`src/vpmc_pkg.sv`:
```
`default_nettype none
// ----------------------------------------------------------------------------
// vpmc_pkg
// Shared types, widths, microcode program and helpers for the voxel point
// mean and covariance block.
// ----------------------------------------------------------------------------
package vpmc_pkg;

    // capacity and field widths
    localparam int MAX_POINTS = 31;
    localparam int CNT_W      = $clog2(MAX_POINTS + 1);
    localparam int CRD_W      = 24;
    localparam int MEAN_W     = 24;
    localparam int COV_W      = 48;
    localparam int DIF_W      = CRD_W + 1;
    localparam int PRD_W      = 2 * DIF_W;
    localparam int MAG_W      = CNT_W + PRD_W;
    localparam int NCOV       = 6;
    localparam int NAXIS      = 3;
    localparam int K_W        = 3;

    // divider: one chunk of quotient bits per cycle
    localparam int DIV_CHUNK  = 8;
    localparam int DIV_STEPS  = (MAG_W + 1 + DIV_CHUNK - 1) / DIV_CHUNK;
    localparam int DIV_W      = DIV_STEPS * DIV_CHUNK;
    localparam int DCNT_W     = $clog2(DIV_STEPS + 1);
    localparam int D1_W       = $clog2(MAX_POINTS + 2);
    localparam int D2_W       = 2 * D1_W;
    localparam int SUM_W      = DIV_W + 2;

    // sequencer
    localparam int PC_W       = 5;

    typedef enum logic {
        FUNC_INSERT = 1'b0,
        FUNC_REMOVE = 1'b1
    } func_t;

    typedef enum logic [1:0] {
        ST_APPLIED = 2'd0,
        ST_FULL    = 2'd1,
        ST_EMPTY   = 2'd2,
        ST_CLEARED = 2'd3
    } status_t;

    typedef enum logic [3:0] {
        OP_NOP,
        OP_DIFF,
        OP_MULD,
        OP_SCALE,
        OP_DIVGO,
        OP_KEEPB,
        OP_COVSUM,
        OP_MEANSUM,
        OP_COMMIT,
        OP_CLEAR,
        OP_HOLD
    } op_t;

    typedef enum logic [2:0] {
        C_NEVER,
        C_HOLD,
        C_LAST,
        C_DIV_BUSY,
        C_COV_MORE,
        C_MEAN_MORE,
        C_OUT_BUSY
    } cond_t;

    typedef enum logic [1:0] {
        SRC_PROD,
        SRC_COV,
        SRC_DIFF
    } src_t;

    typedef enum logic {
        DEN_SQ,
        DEN_LIN
    } den_t;

    typedef struct packed {
        op_t             op;
        src_t            src;
        logic            scale_n;
        den_t            den;
        cond_t           cond;
        logic [PC_W-1:0] target;
    } ctrl_t;

    // program addresses
    localparam logic [PC_W-1:0] A_CHK     = 5'd0;
    localparam logic [PC_W-1:0] A_LAST    = 5'd1;
    localparam logic [PC_W-1:0] A_DIFF    = 5'd2;
    localparam logic [PC_W-1:0] A_MULD    = 5'd3;
    localparam logic [PC_W-1:0] A_SCB     = 5'd4;
    localparam logic [PC_W-1:0] A_DVB     = 5'd5;
    localparam logic [PC_W-1:0] A_WTB     = 5'd6;
    localparam logic [PC_W-1:0] A_KEEPB   = 5'd7;
    localparam logic [PC_W-1:0] A_SCA     = 5'd8;
    localparam logic [PC_W-1:0] A_DVA     = 5'd9;
    localparam logic [PC_W-1:0] A_WTA     = 5'd10;
    localparam logic [PC_W-1:0] A_COVSUM  = 5'd11;
    localparam logic [PC_W-1:0] A_SCM     = 5'd12;
    localparam logic [PC_W-1:0] A_DVM     = 5'd13;
    localparam logic [PC_W-1:0] A_WTM     = 5'd14;
    localparam logic [PC_W-1:0] A_MEANSUM = 5'd15;
    localparam logic [PC_W-1:0] A_WOC     = 5'd16;
    localparam logic [PC_W-1:0] A_COMMIT  = 5'd17;
    localparam logic [PC_W-1:0] A_WCL     = 5'd18;
    localparam logic [PC_W-1:0] A_CLEAR   = 5'd19;
    localparam logic [PC_W-1:0] A_WHD     = 5'd20;
    localparam logic [PC_W-1:0] A_HOLD    = 5'd21;

    // control store: one word per step
    function automatic ctrl_t ucode(input logic [PC_W-1:0] pc);
        ctrl_t c;
        c.op      = OP_NOP;
        c.src     = SRC_PROD;
        c.scale_n = 1'b0;
        c.den     = DEN_LIN;
        c.cond    = C_NEVER;
        c.target  = A_CHK;
        case (pc)
            A_CHK:
            begin
                c.cond   = C_HOLD;
                c.target = A_WHD;
            end
            A_LAST:
            begin
                c.cond   = C_LAST;
                c.target = A_WCL;
            end
            A_DIFF:    c.op = OP_DIFF;
            A_MULD:    c.op = OP_MULD;
            A_SCB:
            begin
                c.op      = OP_SCALE;
                c.src     = SRC_PROD;
                c.scale_n = 1'b1;
            end
            A_DVB:
            begin
                c.op  = OP_DIVGO;
                c.den = DEN_SQ;
            end
            A_WTB:
            begin
                c.cond   = C_DIV_BUSY;
                c.target = A_WTB;
            end
            A_KEEPB:   c.op = OP_KEEPB;
            A_SCA:
            begin
                c.op      = OP_SCALE;
                c.src     = SRC_COV;
                c.scale_n = 1'b1;
            end
            A_DVA:
            begin
                c.op  = OP_DIVGO;
                c.den = DEN_LIN;
            end
            A_WTA:
            begin
                c.cond   = C_DIV_BUSY;
                c.target = A_WTA;
            end
            A_COVSUM:
            begin
                c.op     = OP_COVSUM;
                c.cond   = C_COV_MORE;
                c.target = A_MULD;
            end
            A_SCM:
            begin
                c.op      = OP_SCALE;
                c.src     = SRC_DIFF;
                c.scale_n = 1'b0;
            end
            A_DVM:
            begin
                c.op  = OP_DIVGO;
                c.den = DEN_LIN;
            end
            A_WTM:
            begin
                c.cond   = C_DIV_BUSY;
                c.target = A_WTM;
            end
            A_MEANSUM:
            begin
                c.op     = OP_MEANSUM;
                c.cond   = C_MEAN_MORE;
                c.target = A_SCM;
            end
            A_WOC:
            begin
                c.cond   = C_OUT_BUSY;
                c.target = A_WOC;
            end
            A_COMMIT:  c.op = OP_COMMIT;
            A_WCL:
            begin
                c.cond   = C_OUT_BUSY;
                c.target = A_WCL;
            end
            A_CLEAR:   c.op = OP_CLEAR;
            A_WHD:
            begin
                c.cond   = C_OUT_BUSY;
                c.target = A_WHD;
            end
            A_HOLD:    c.op = OP_HOLD;
            default:   c.op = OP_NOP;
        endcase
        return c;
    endfunction

    // clamp a wide sum to a covariance term
    function automatic logic signed [COV_W-1:0] sat_cov(input logic signed [SUM_W-1:0] v);
        logic [SUM_W-COV_W:0] top;
        top = v[SUM_W-1:COV_W-1];
        if ((&top) || !(|top))
            return v[COV_W-1:0];
        else if (v[SUM_W-1])
            return {1'b1, {(COV_W-1){1'b0}}};
        else
            return {1'b0, {(COV_W-1){1'b1}}};
    endfunction

    // clamp a wide sum to a mean coordinate
    function automatic logic signed [MEAN_W-1:0] sat_mean(input logic signed [SUM_W-1:0] v);
        logic [SUM_W-MEAN_W:0] top;
        top = v[SUM_W-1:MEAN_W-1];
        if ((&top) || !(|top))
            return v[MEAN_W-1:0];
        else if (v[SUM_W-1])
            return {1'b1, {(MEAN_W-1){1'b0}}};
        else
            return {1'b0, {(MEAN_W-1){1'b1}}};
    endfunction

endpackage
`default_nettype wire

```
`src/voxel_point_mean_covariance.sv`:
```
`default_nettype none
// ----------------------------------------------------------------------------
// voxel_point_mean_covariance
// Running count, mean and population covariance of the 3D points in one
// voxel, with insert and exact-inverse remove, driven by a microcoded
// sequencer over one multiplier pair and a chunked divider.
// ----------------------------------------------------------------------------
//
//  channel | direction | handshake           | payload
//  --------+-----------+---------------------+-----------------------------------
//  in      | request   | in_valid / in_stall | func, px, py, pz
//  out     | result    | out_valid/out_stall | point_count, mean_*, cov_*, status
//
//  An applied insert or remove runs 12 divisions for the covariance terms
//  and 3 for the mean, each one in the 8-bit-per-cycle divider with the
//  sequencer held in a wait step until it is done, plus set-up steps.
//  Ignored requests and a remove of the last point skip the divisions.
//  One request is worked on at a time; the next is taken while a result waits.
//  A result held by out_stall delays only the final commit, clear or hold step of the next request.
//  Reset clears the count, mean and covariance to zero.
// ----------------------------------------------------------------------------
module voxel_point_mean_covariance (
    input  wire  logic                clk,
    input  wire  logic                rst_n,
    input  wire  logic                in_valid,
    output logic                      in_stall,
    input  wire  logic                func,
    input  wire  logic signed [23:0]  px,
    input  wire  logic signed [23:0]  py,
    input  wire  logic signed [23:0]  pz,
    output logic                      out_valid,
    input  wire  logic                out_stall,
    output logic [4:0]                point_count,
    output logic signed [23:0]        mean_x,
    output logic signed [23:0]        mean_y,
    output logic signed [23:0]        mean_z,
    output logic signed [47:0]        cov_xx,
    output logic signed [47:0]        cov_xy,
    output logic signed [47:0]        cov_xz,
    output logic signed [47:0]        cov_yy,
    output logic signed [47:0]        cov_yz,
    output logic signed [47:0]        cov_zz,
    output logic [1:0]                status
);

    // sequencer and handshake state
    logic                               busy_reg, busy_next;
    logic [vpmc_pkg::PC_W-1:0]          pc_reg, pc_next;
    logic [vpmc_pkg::K_W-1:0]           k_reg, k_next;
    logic [vpmc_pkg::DCNT_W-1:0]        div_cnt_reg, div_cnt_next;
    logic                               out_valid_reg, out_valid_next;

    // held statistics
    logic [vpmc_pkg::CNT_W-1:0]         count_reg;
    logic signed [vpmc_pkg::MEAN_W-1:0] mean_reg [vpmc_pkg::NAXIS];
    logic signed [vpmc_pkg::COV_W-1:0]  cov_reg [vpmc_pkg::NCOV];
    logic [1:0]                         status_reg;

    // datapath registers
    logic                               func_reg;
    logic signed [vpmc_pkg::CRD_W-1:0]  p_reg [vpmc_pkg::NAXIS];
    logic signed [vpmc_pkg::DIF_W-1:0]  d_reg [vpmc_pkg::NAXIS];
    logic [vpmc_pkg::D1_W-1:0]          den1_reg;
    logic [vpmc_pkg::D2_W-1:0]          den2_reg;
    logic signed [vpmc_pkg::PRD_W-1:0]  prod_reg;
    logic [vpmc_pkg::MAG_W-1:0]         mag_reg;
    logic                               sgn_reg;
    logic [vpmc_pkg::DIV_W-1:0]         div_num_reg;
    logic [vpmc_pkg::D2_W-1:0]          div_rem_reg;
    logic [vpmc_pkg::D2_W-1:0]          div_den_reg;
    logic                               div_sgn_reg;
    logic signed [vpmc_pkg::DIV_W:0]    b_reg;
    logic signed [vpmc_pkg::COV_W-1:0]  cov_new_reg [vpmc_pkg::NCOV];
    logic signed [vpmc_pkg::MEAN_W-1:0] mean_new_reg [vpmc_pkg::NAXIS];

    // combinational signals
    vpmc_pkg::ctrl_t                    ctrl;
    vpmc_pkg::op_t                      op_eff;
    logic                               accept;
    logic                               out_take;
    logic                               is_remove;
    logic                               hold_c;
    logic                               last_c;
    logic                               jump;
    logic [vpmc_pkg::D1_W-1:0]          den1_val;
    logic signed [vpmc_pkg::DIF_W-1:0]  mul_a, mul_b;
    logic signed [vpmc_pkg::PRD_W-1:0]  src_val;
    logic [vpmc_pkg::PRD_W-1:0]         src_abs;
    logic [vpmc_pkg::CNT_W-1:0]         scale_fac;
    logic [vpmc_pkg::MAG_W-1:0]         scale_prod;
    logic [vpmc_pkg::D2_W-1:0]          den_sel;
    logic [vpmc_pkg::D2_W-1:0]          dv_rem;
    logic [vpmc_pkg::DIV_W-1:0]         dv_num;
    logic [vpmc_pkg::D2_W:0]            dv_trial;
    logic signed [vpmc_pkg::DIV_W:0]    quot_s;
    logic signed [vpmc_pkg::SUM_W-1:0]  cov_sum;
    logic signed [vpmc_pkg::SUM_W-1:0]  mean_sum;
    logic [vpmc_pkg::CNT_W+4:0]         count_ext;

    // handshake
    assign accept    = in_valid && !busy_reg;
    assign out_take  = out_valid_reg && !out_stall;
    assign in_stall  = busy_reg;
    assign is_remove = (func_reg == vpmc_pkg::FUNC_REMOVE);

    // control word fetch
    assign ctrl   = vpmc_pkg::ucode(pc_reg);
    assign op_eff = busy_reg ? ctrl.op : vpmc_pkg::OP_NOP;

    // case detection on the held count
    assign hold_c = is_remove ? (count_reg == '0)
                              : (count_reg >= vpmc_pkg::CNT_W'(vpmc_pkg::MAX_POINTS));
    assign last_c = is_remove && (count_reg == vpmc_pkg::CNT_W'(1));

    // jump condition select
    always_comb
    begin
        case (ctrl.cond)
            vpmc_pkg::C_NEVER:     jump = 1'b0;
            vpmc_pkg::C_HOLD:      jump = hold_c;
            vpmc_pkg::C_LAST:      jump = last_c;
            vpmc_pkg::C_DIV_BUSY:  jump = (div_cnt_reg != '0);
            vpmc_pkg::C_COV_MORE:  jump = (k_reg != vpmc_pkg::K_W'(vpmc_pkg::NCOV - 1));
            vpmc_pkg::C_MEAN_MORE: jump = (k_reg != vpmc_pkg::K_W'(vpmc_pkg::NAXIS - 1));
            vpmc_pkg::C_OUT_BUSY:  jump = out_valid_reg && out_stall;
            default:               jump = 1'b0;
        endcase
    end

    // next step, loop index and handshake flags
    always_comb
    begin
        pc_next        = pc_reg;
        busy_next      = busy_reg;
        k_next         = k_reg;
        out_valid_next = out_valid_reg;
        div_cnt_next   = div_cnt_reg;
        if (out_take)
            out_valid_next = 1'b0;
        if (div_cnt_reg != '0)
            div_cnt_next = div_cnt_reg - vpmc_pkg::DCNT_W'(1);
        if (accept)
        begin
            busy_next = 1'b1;
            pc_next   = vpmc_pkg::A_CHK;
        end
        else if (busy_reg)
        begin
            pc_next = jump ? ctrl.target : pc_reg + vpmc_pkg::PC_W'(1);
        end
        case (op_eff)
            vpmc_pkg::OP_DIFF:
                k_next = '0;
            vpmc_pkg::OP_DIVGO:
                div_cnt_next = vpmc_pkg::DCNT_W'(vpmc_pkg::DIV_STEPS);
            vpmc_pkg::OP_COVSUM:
                k_next = (k_reg == vpmc_pkg::K_W'(vpmc_pkg::NCOV - 1))
                         ? '0 : k_reg + vpmc_pkg::K_W'(1);
            vpmc_pkg::OP_MEANSUM:
                k_next = (k_reg == vpmc_pkg::K_W'(vpmc_pkg::NAXIS - 1))
                         ? '0 : k_reg + vpmc_pkg::K_W'(1);
            vpmc_pkg::OP_COMMIT,
            vpmc_pkg::OP_CLEAR,
            vpmc_pkg::OP_HOLD:
            begin
                busy_next      = 1'b0;
                out_valid_next = 1'b1;
            end
            default:
                k_next = k_reg;
        endcase
    end

    // divisor n+1 for insert, n-1 for remove
    assign den1_val = is_remove ? vpmc_pkg::D1_W'(count_reg) - vpmc_pkg::D1_W'(1)
                                : vpmc_pkg::D1_W'(count_reg) + vpmc_pkg::D1_W'(1);

    // operand pair of the current covariance term
    always_comb
    begin
        case (k_reg)
            3'd0:
            begin
                mul_a = d_reg[0];
                mul_b = d_reg[0];
            end
            3'd1:
            begin
                mul_a = d_reg[0];
                mul_b = d_reg[1];
            end
            3'd2:
            begin
                mul_a = d_reg[0];
                mul_b = d_reg[2];
            end
            3'd3:
            begin
                mul_a = d_reg[1];
                mul_b = d_reg[1];
            end
            3'd4:
            begin
                mul_a = d_reg[1];
                mul_b = d_reg[2];
            end
            3'd5:
            begin
                mul_a = d_reg[2];
                mul_b = d_reg[2];
            end
            default:
            begin
                mul_a = '0;
                mul_b = '0;
            end
        endcase
    end

    // magnitude and count scaling ahead of the divider
    always_comb
    begin
        case (ctrl.src)
            vpmc_pkg::SRC_PROD: src_val = prod_reg;
            vpmc_pkg::SRC_COV:  src_val = vpmc_pkg::PRD_W'(cov_reg[k_reg]);
            vpmc_pkg::SRC_DIFF: src_val = vpmc_pkg::PRD_W'(d_reg[k_reg[1:0]]);
            default:            src_val = '0;
        endcase
        src_abs    = src_val[vpmc_pkg::PRD_W-1] ? vpmc_pkg::PRD_W'(-src_val)
                                                : vpmc_pkg::PRD_W'(src_val);
        scale_fac  = ctrl.scale_n ? count_reg : vpmc_pkg::CNT_W'(1);
        scale_prod = vpmc_pkg::MAG_W'(scale_fac) * vpmc_pkg::MAG_W'(src_abs);
        den_sel    = (ctrl.den == vpmc_pkg::DEN_SQ) ? den2_reg
                                                    : vpmc_pkg::D2_W'(den1_reg);
    end

    // one chunk of restoring division per cycle
    always_comb
    begin
        dv_rem   = div_rem_reg;
        dv_num   = div_num_reg;
        dv_trial = '0;
        for (int i = 0; i < vpmc_pkg::DIV_CHUNK; i++)
        begin
            dv_trial = {dv_rem, dv_num[vpmc_pkg::DIV_W-1]};
            dv_num   = {dv_num[vpmc_pkg::DIV_W-2:0], 1'b0};
            if (dv_trial >= {1'b0, div_den_reg})
            begin
                dv_rem    = vpmc_pkg::D2_W'(dv_trial - {1'b0, div_den_reg});
                dv_num[0] = 1'b1;
            end
            else
            begin
                dv_rem = dv_trial[vpmc_pkg::D2_W-1:0];
            end
        end
    end

    // signed quotient and the two combining sums
    always_comb
    begin
        quot_s = div_sgn_reg ? -$signed({1'b0, div_num_reg}) : $signed({1'b0, div_num_reg});
        if (is_remove)
        begin
            cov_sum  = vpmc_pkg::SUM_W'(quot_s) - vpmc_pkg::SUM_W'(b_reg);
            mean_sum = vpmc_pkg::SUM_W'(mean_reg[k_reg[1:0]]) - vpmc_pkg::SUM_W'(quot_s);
        end
        else
        begin
            cov_sum  = vpmc_pkg::SUM_W'(quot_s) + vpmc_pkg::SUM_W'(b_reg);
            mean_sum = vpmc_pkg::SUM_W'(mean_reg[k_reg[1:0]]) + vpmc_pkg::SUM_W'(quot_s);
        end
    end

    // control and statistics registers
    always_ff @(posedge clk or negedge rst_n)
    begin
        if (!rst_n)
        begin
            busy_reg      <= 1'b0;
            pc_reg        <= vpmc_pkg::A_CHK;
            k_reg         <= '0;
            div_cnt_reg   <= '0;
            out_valid_reg <= 1'b0;
            count_reg     <= '0;
            status_reg    <= vpmc_pkg::ST_APPLIED;
            for (int i = 0; i < vpmc_pkg::NAXIS; i++)
                mean_reg[i] <= '0;
            for (int i = 0; i < vpmc_pkg::NCOV; i++)
                cov_reg[i] <= '0;
        end
        else
        begin
            busy_reg      <= busy_next;
            pc_reg        <= pc_next;
            k_reg         <= k_next;
            div_cnt_reg   <= div_cnt_next;
            out_valid_reg <= out_valid_next;
            case (op_eff)
                vpmc_pkg::OP_COMMIT:
                begin
                    count_reg  <= is_remove ? count_reg - vpmc_pkg::CNT_W'(1)
                                            : count_reg + vpmc_pkg::CNT_W'(1);
                    status_reg <= vpmc_pkg::ST_APPLIED;
                    for (int i = 0; i < vpmc_pkg::NAXIS; i++)
                        mean_reg[i] <= mean_new_reg[i];
                    for (int i = 0; i < vpmc_pkg::NCOV; i++)
                        cov_reg[i] <= cov_new_reg[i];
                end
                vpmc_pkg::OP_CLEAR:
                begin
                    count_reg  <= '0;
                    status_reg <= vpmc_pkg::ST_CLEARED;
                    for (int i = 0; i < vpmc_pkg::NAXIS; i++)
                        mean_reg[i] <= '0;
                    for (int i = 0; i < vpmc_pkg::NCOV; i++)
                        cov_reg[i] <= '0;
                end
                vpmc_pkg::OP_HOLD:
                    status_reg <= is_remove ? vpmc_pkg::ST_EMPTY : vpmc_pkg::ST_FULL;
                default:
                    status_reg <= status_reg;
            endcase
        end
    end

    // datapath registers
    always_ff @(posedge clk)
    begin
        if (accept)
        begin
            func_reg <= func;
            p_reg[0] <= px;
            p_reg[1] <= py;
            p_reg[2] <= pz;
        end
        if (div_cnt_reg != '0)
        begin
            div_num_reg <= dv_num;
            div_rem_reg <= dv_rem;
        end
        case (op_eff)
            vpmc_pkg::OP_DIFF:
            begin
                for (int i = 0; i < vpmc_pkg::NAXIS; i++)
                    d_reg[i] <= vpmc_pkg::DIF_W'(p_reg[i]) - vpmc_pkg::DIF_W'(mean_reg[i]);
                den1_reg <= den1_val;
                den2_reg <= vpmc_pkg::D2_W'(den1_val) * vpmc_pkg::D2_W'(den1_val);
            end
            vpmc_pkg::OP_MULD:
                prod_reg <= vpmc_pkg::PRD_W'(mul_a) * vpmc_pkg::PRD_W'(mul_b);
            vpmc_pkg::OP_SCALE:
            begin
                mag_reg <= scale_prod;
                sgn_reg <= src_val[vpmc_pkg::PRD_W-1];
            end
            vpmc_pkg::OP_DIVGO:
            begin
                div_num_reg <= vpmc_pkg::DIV_W'(mag_reg) + vpmc_pkg::DIV_W'(den_sel >> 1);
                div_rem_reg <= '0;
                div_den_reg <= den_sel;
                div_sgn_reg <= sgn_reg;
            end
            vpmc_pkg::OP_KEEPB:
                b_reg <= quot_s;
            vpmc_pkg::OP_COVSUM:
                cov_new_reg[k_reg] <= vpmc_pkg::sat_cov(cov_sum);
            vpmc_pkg::OP_MEANSUM:
                mean_new_reg[k_reg[1:0]] <= vpmc_pkg::sat_mean(mean_sum);
            default:
                sgn_reg <= sgn_reg;
        endcase
    end

    // result ports straight from the held statistics
    assign count_ext   = {5'b0, count_reg};
    assign out_valid   = out_valid_reg;
    assign point_count = count_ext[4:0];
    assign mean_x      = mean_reg[0];
    assign mean_y      = mean_reg[1];
    assign mean_z      = mean_reg[2];
    assign cov_xx      = cov_reg[0];
    assign cov_xy      = cov_reg[1];
    assign cov_xz      = cov_reg[2];
    assign cov_yy      = cov_reg[3];
    assign cov_yz      = cov_reg[4];
    assign cov_zz      = cov_reg[5];
    assign status      = status_reg;

`ifndef NO_ASSERTIONS
    // a commit always presents a result on the next cycle
    a_commit_shows: assert property (@(posedge clk) disable iff (!rst_n)
        (op_eff == vpmc_pkg::OP_COMMIT) |=> out_valid)
        else $error("commit without result");

    // the count never passes the cap
    a_count_cap: assert property (@(posedge clk) disable iff (!rst_n)
        count_reg <= vpmc_pkg::CNT_W'(vpmc_pkg::MAX_POINTS))
        else $error("point count above cap");

    // divider is idle whenever no request is being worked on
    a_div_idle: assert property (@(posedge clk) disable iff (!rst_n)
        !busy_reg |-> (div_cnt_reg == '0))
        else $error("divider running while idle");

    // a cleared result reports an empty voxel
    a_clear_empty: assert property (@(posedge clk) disable iff (!rst_n)
        (out_valid && (status == vpmc_pkg::ST_CLEARED)) |-> (point_count == '0))
        else $error("cleared result with points held");
`endif

endmodule
`default_nettype wire
```
`config.mk`:
```
export PLATFORM = sky130hd
export DESIGN_NAME = voxel_point_mean_covariance
export DESIGN_NICKNAME = d
export VERILOG_FILES = /design/src/vpmc_pkg.sv /design/src/voxel_point_mean_covariance.sv
export SDC_FILE = /design/constraint.sdc
export NUM_CORES = 2
export LEC_CHECK = 0
export ABC_AREA = 1
export BUFFER_PORTS_ARGS = -buffer_cell sky130_fd_sc_hd__buf_4
export CAP_MARGIN = 20
export CORE_UTILIZATION = 66
export CTS_CLUSTER_DIAMETER = 80
export CTS_CLUSTER_SIZE = 20
export DETAILED_ROUTE_END_ITERATION = 12
export PLACE_DENSITY = 0.87
export SYNTH_ARGS = -nofsm -noshare
export SYNTH_HDL_FRONTEND = slang
export SYNTH_SLANG_ARGS = --single-unit
```
`constraint.sdc`:
```
create_clock -name clk -period 45.2 [get_ports clk]
set_clock_uncertainty 0.15 [all_clocks]
set_input_delay 6.78 -clock clk [delete_from_list [all_inputs] [get_ports clk]]
set_output_delay 6.78 -clock clk [all_outputs]
set_load 0.03 [all_outputs]
```
==> impl_metrics.csv <==
group,metric,value,unit
clocking,holdBufCountCts,0,
floorplan,die_x,386,µm
synthesis,synthTopCellsByArea,"edfxtp_1 (23%), fa_1 (17%), dfrtp_1 (9.8%)",
synthesis,synth_compound_area_share,9.65,%
layout,n_fill_cell,10600,
timing,period_share,43.8,%
floorplan,dieHeight,386,µm
timing,setup_viol,0,
synthesis,yosys.area_share.adder,23.9,%
critical_path,r2r_slack,25.39,ns
timing,fmax,50.5,MHz
timing,relSlewSlack,15.3,%
flow_run,max-cap-violations,0,
hold_path,hold_class,"flip-flop to flip-flop",
layout,fin_nets,12900,
critical_path,cp_slowest_cell,"edfxtp_1",
synthesis,ys_types,82,
routing,first_pass_iters,9,
clocking,clock_path_buffers,3,
critical_path,critPathMaxFanout,21,
place,port_buffers,445,
routing,drtAntennaViolNets,0,
outcome,status,"finished, final reports clean",
layout,largest_reg_flops,288,
timing,rsz0062_at_grt,"false",
place,hpwl,270000,µm
timing,final_hold_viol_count,0,
routing,drt-initial-drc-count,10900,
timing,worst_pin_slew,1.27,ns
place,gp_congestion,1.07,
synthesis,synth_edf_count,756,
synthesis,synthSimpleGateAreaFrac,18.5,%
synthesis,async_flop_share,33.1,%
global_route,grt_usage,47.0,%
routing,avgViaCountPerCell,6.35,
floorplan,core.rowCount,140,
hold_path,whs_endpoint,"cov_xz[43]$_DFFE_PN0P_",
timing,maxSlewViolCount,0,
synthesis,ys_seq_area_share,33.4,%
layout,layout_commonest_cell,"nand2_1",
synthesis,syn_avg_cell_area,8.66,µm²
floorplan,ios,446,
clocking,post_cts_resized,0,
global_route,antenna_found_initial,13,
synthesis,synth_top_family_by_area,"adder cells",
synthesis,synth_flop_cell,"edfxtp_1",
critical_path,crit_family,"simple AND/OR/NAND/NOR gates",
global_route,grt_max_degree,221,
clocking,cts_max_level,3,
global_route,grt_overflow_total,0,
clocking,numCtsBuffers,80,
synthesis,synth_seq_cells,1148,
critical_path,critPathMaxStageDelay,0.79,ns
critical_path,worst_ep_required_time,45.67,ns
critical_path,reg2reg_to,"div_rem_reg[11]$_SDFFE_PN0P_",
critical_path,cp.arrival,20.28,ns
critical_path,crit_top_cell,"nand2_1",
timing,finalSetupTns,0,ns
clocking,cts.sinks,1148,
clocking,clk_latency,0.77,ns
global_route,first_global_vias,84700,
hold_path,min-delay-start,"cov_new_reg[2][43]$_DFFE_PP_",
routing,routed_wirelength,351000,µm
synthesis,synthXorXnorAreaFrac,5.58,%
hold_path,hold_depth,2,
clocking,cts_tree,"yes",
critical_path,crit_type,"flip-flop to flip-flop",
layout,layout_common_cells,"nand2_1 (2,287), inv_1 (1,792), nor2_1 (910)",
critical_path,endpoint_kind,"flip-flop",
critical_path,cp-start-kind,"flip-flop",
routing,drc,0,
clocking,clock-root-buffer,"clkbuf_16",
layout,area_growth,8.22,%
clocking,post_cts_buffers,0,
floorplan,fp.coreArea,0.146,mm²
synthesis,yosys_warnings,0,
floorplan,initial_core_util,66.6,%
synthesis,postSynthCellCount,11200,
critical_path,cp_num_buf_inv,15,
timing,final.min_clock_period,19.81,ns
routing,wl_per_cell,26.0,µm
critical_path,worstReg2RegStart,"div_den_reg[1]$_DFFE_PN_",
place,preCtsSetupSlack,25.42,ns
critical_path,reg2reg_depth,119,
routing,vias,85700,
global_route,grt_pass1_wl,516000,µm
synthesis,synth_top_cell_area_share,23.4,%
floorplan,dieArea,0.149,mm²
synthesis,synth_nets,12600,
synthesis,synth_area,0.0971,mm²
timing,worst_slack,25.39,ns
synthesis,synthMuxAreaShare,0,%
synthesis,post-synth-top-area-cell,"edfxtp_1",
layout,drive_above_1_share,8.06,%
clocking,clk_pin_slew,0.08,ns
==> final cells by class <==
cell class	instances	area, µm²	area share [%]
diodes	12	30.0	0.0286
clock buffers	116	2170	2.06
clock inverters	32	492	0.468
inverters	1854	6970	6.64
multi-input cells	7837	56100	53.4
flip-flops and latches	1148	32500	30.9
well taps	1917	2400	2.28
repair buffers	576	4410	4.20
==> synth_stat cells, drive strengths merged (21+ instances only) <==
master  instances
a22oi          25
a21o           21
o22ai         138
dfrtp         380
inv          1833
buf           143
o21ai         605
a21boi         25
or2            23
nand3         714
fa            826
nor2          966
a31oi          72
o21a           25
clkinv         21
clkbuf        232
xnor2         190
nor4           40
xor2          427
o21bai         29
nor3           96
nand2        2317
edfxtp        756
a21oi         487
ha            529
o221ai         81
o211ai         22
nand4          82
==> worst register-to-register path: cells and delay by family (launching register included) <==
family	cells	cell delay [ns]
and+or+nand+nor	70	9.50
AOI/OAI and AO/OA	26	5.09
buffers and inverters	15	1.42
DFF	1	0.79
adders and majority gates	8	2.75
==> per-layer routing <==
layer	vias up	wire length (µm)	track usage, %
li1	36800	-	-
met1	40600	119000	58.0
met2	6555	146000	67.3
met3	1660	54600	18.9
met4	10	31000	32.8
met5	-	73	0.357
==> through the flow <==
step	instances	cell area, µm²	hold WS (ns)	utilization (%)
2_1_floorplan	11200	97100	0.250	-
3_3_place_gp	13300	102000	0.266	70.2
3_5_place_dp	13300	102000	0.260	70.2
4_1_cts	13500	105000	0.290	72.0
5_1_grt	13500	105000	0.292	72.1
6_report	13500	105000	0.282	72.1
==> cell families after synthesis <==
group,count (synthesis)
simple gates,4260
buf+inv,2229
compound gates,1605
fa+ha+maj,1355
flops,1148
xor+xnor,617
==> worst max-delay path by stage <==
| stage | start | to | slack, ns | cells past startpoint |
|---|---|---|---|---|
| after floorplan | div_den_reg[1]$_DFFE_PN_ | div_rem_reg[5]$_SDFFE_PN0P_ | 29.36 | 128 |
| after global placement | div_den_reg[6]$_DFFE_PN_ | div_num_reg[0]$_DFFE_PP_ | 25.38 | 116 |
| after detailed placement | div_den_reg[6]$_DFFE_PN_ | div_rem_reg[0]$_SDFFE_PN0P_ | 25.42 | 119 |
| after CTS | div_den_reg[6]$_DFFE_PN_ | div_rem_reg[11]$_SDFFE_PN0P_ | 25.29 | 119 |
| after global routing | div_den_reg[6]$_DFFE_PN_ | div_rem_reg[11]$_SDFFE_PN0P_ | 23.28 | 119 |
| final | div_den_reg[1]$_DFFE_PN_ | div_rem_reg[11]$_SDFFE_PN0P_ | 25.39 | 119 |
Power is not shown: default switching activity piles up to over one toggle a cycle in this logic, so the estimate is an artifact.
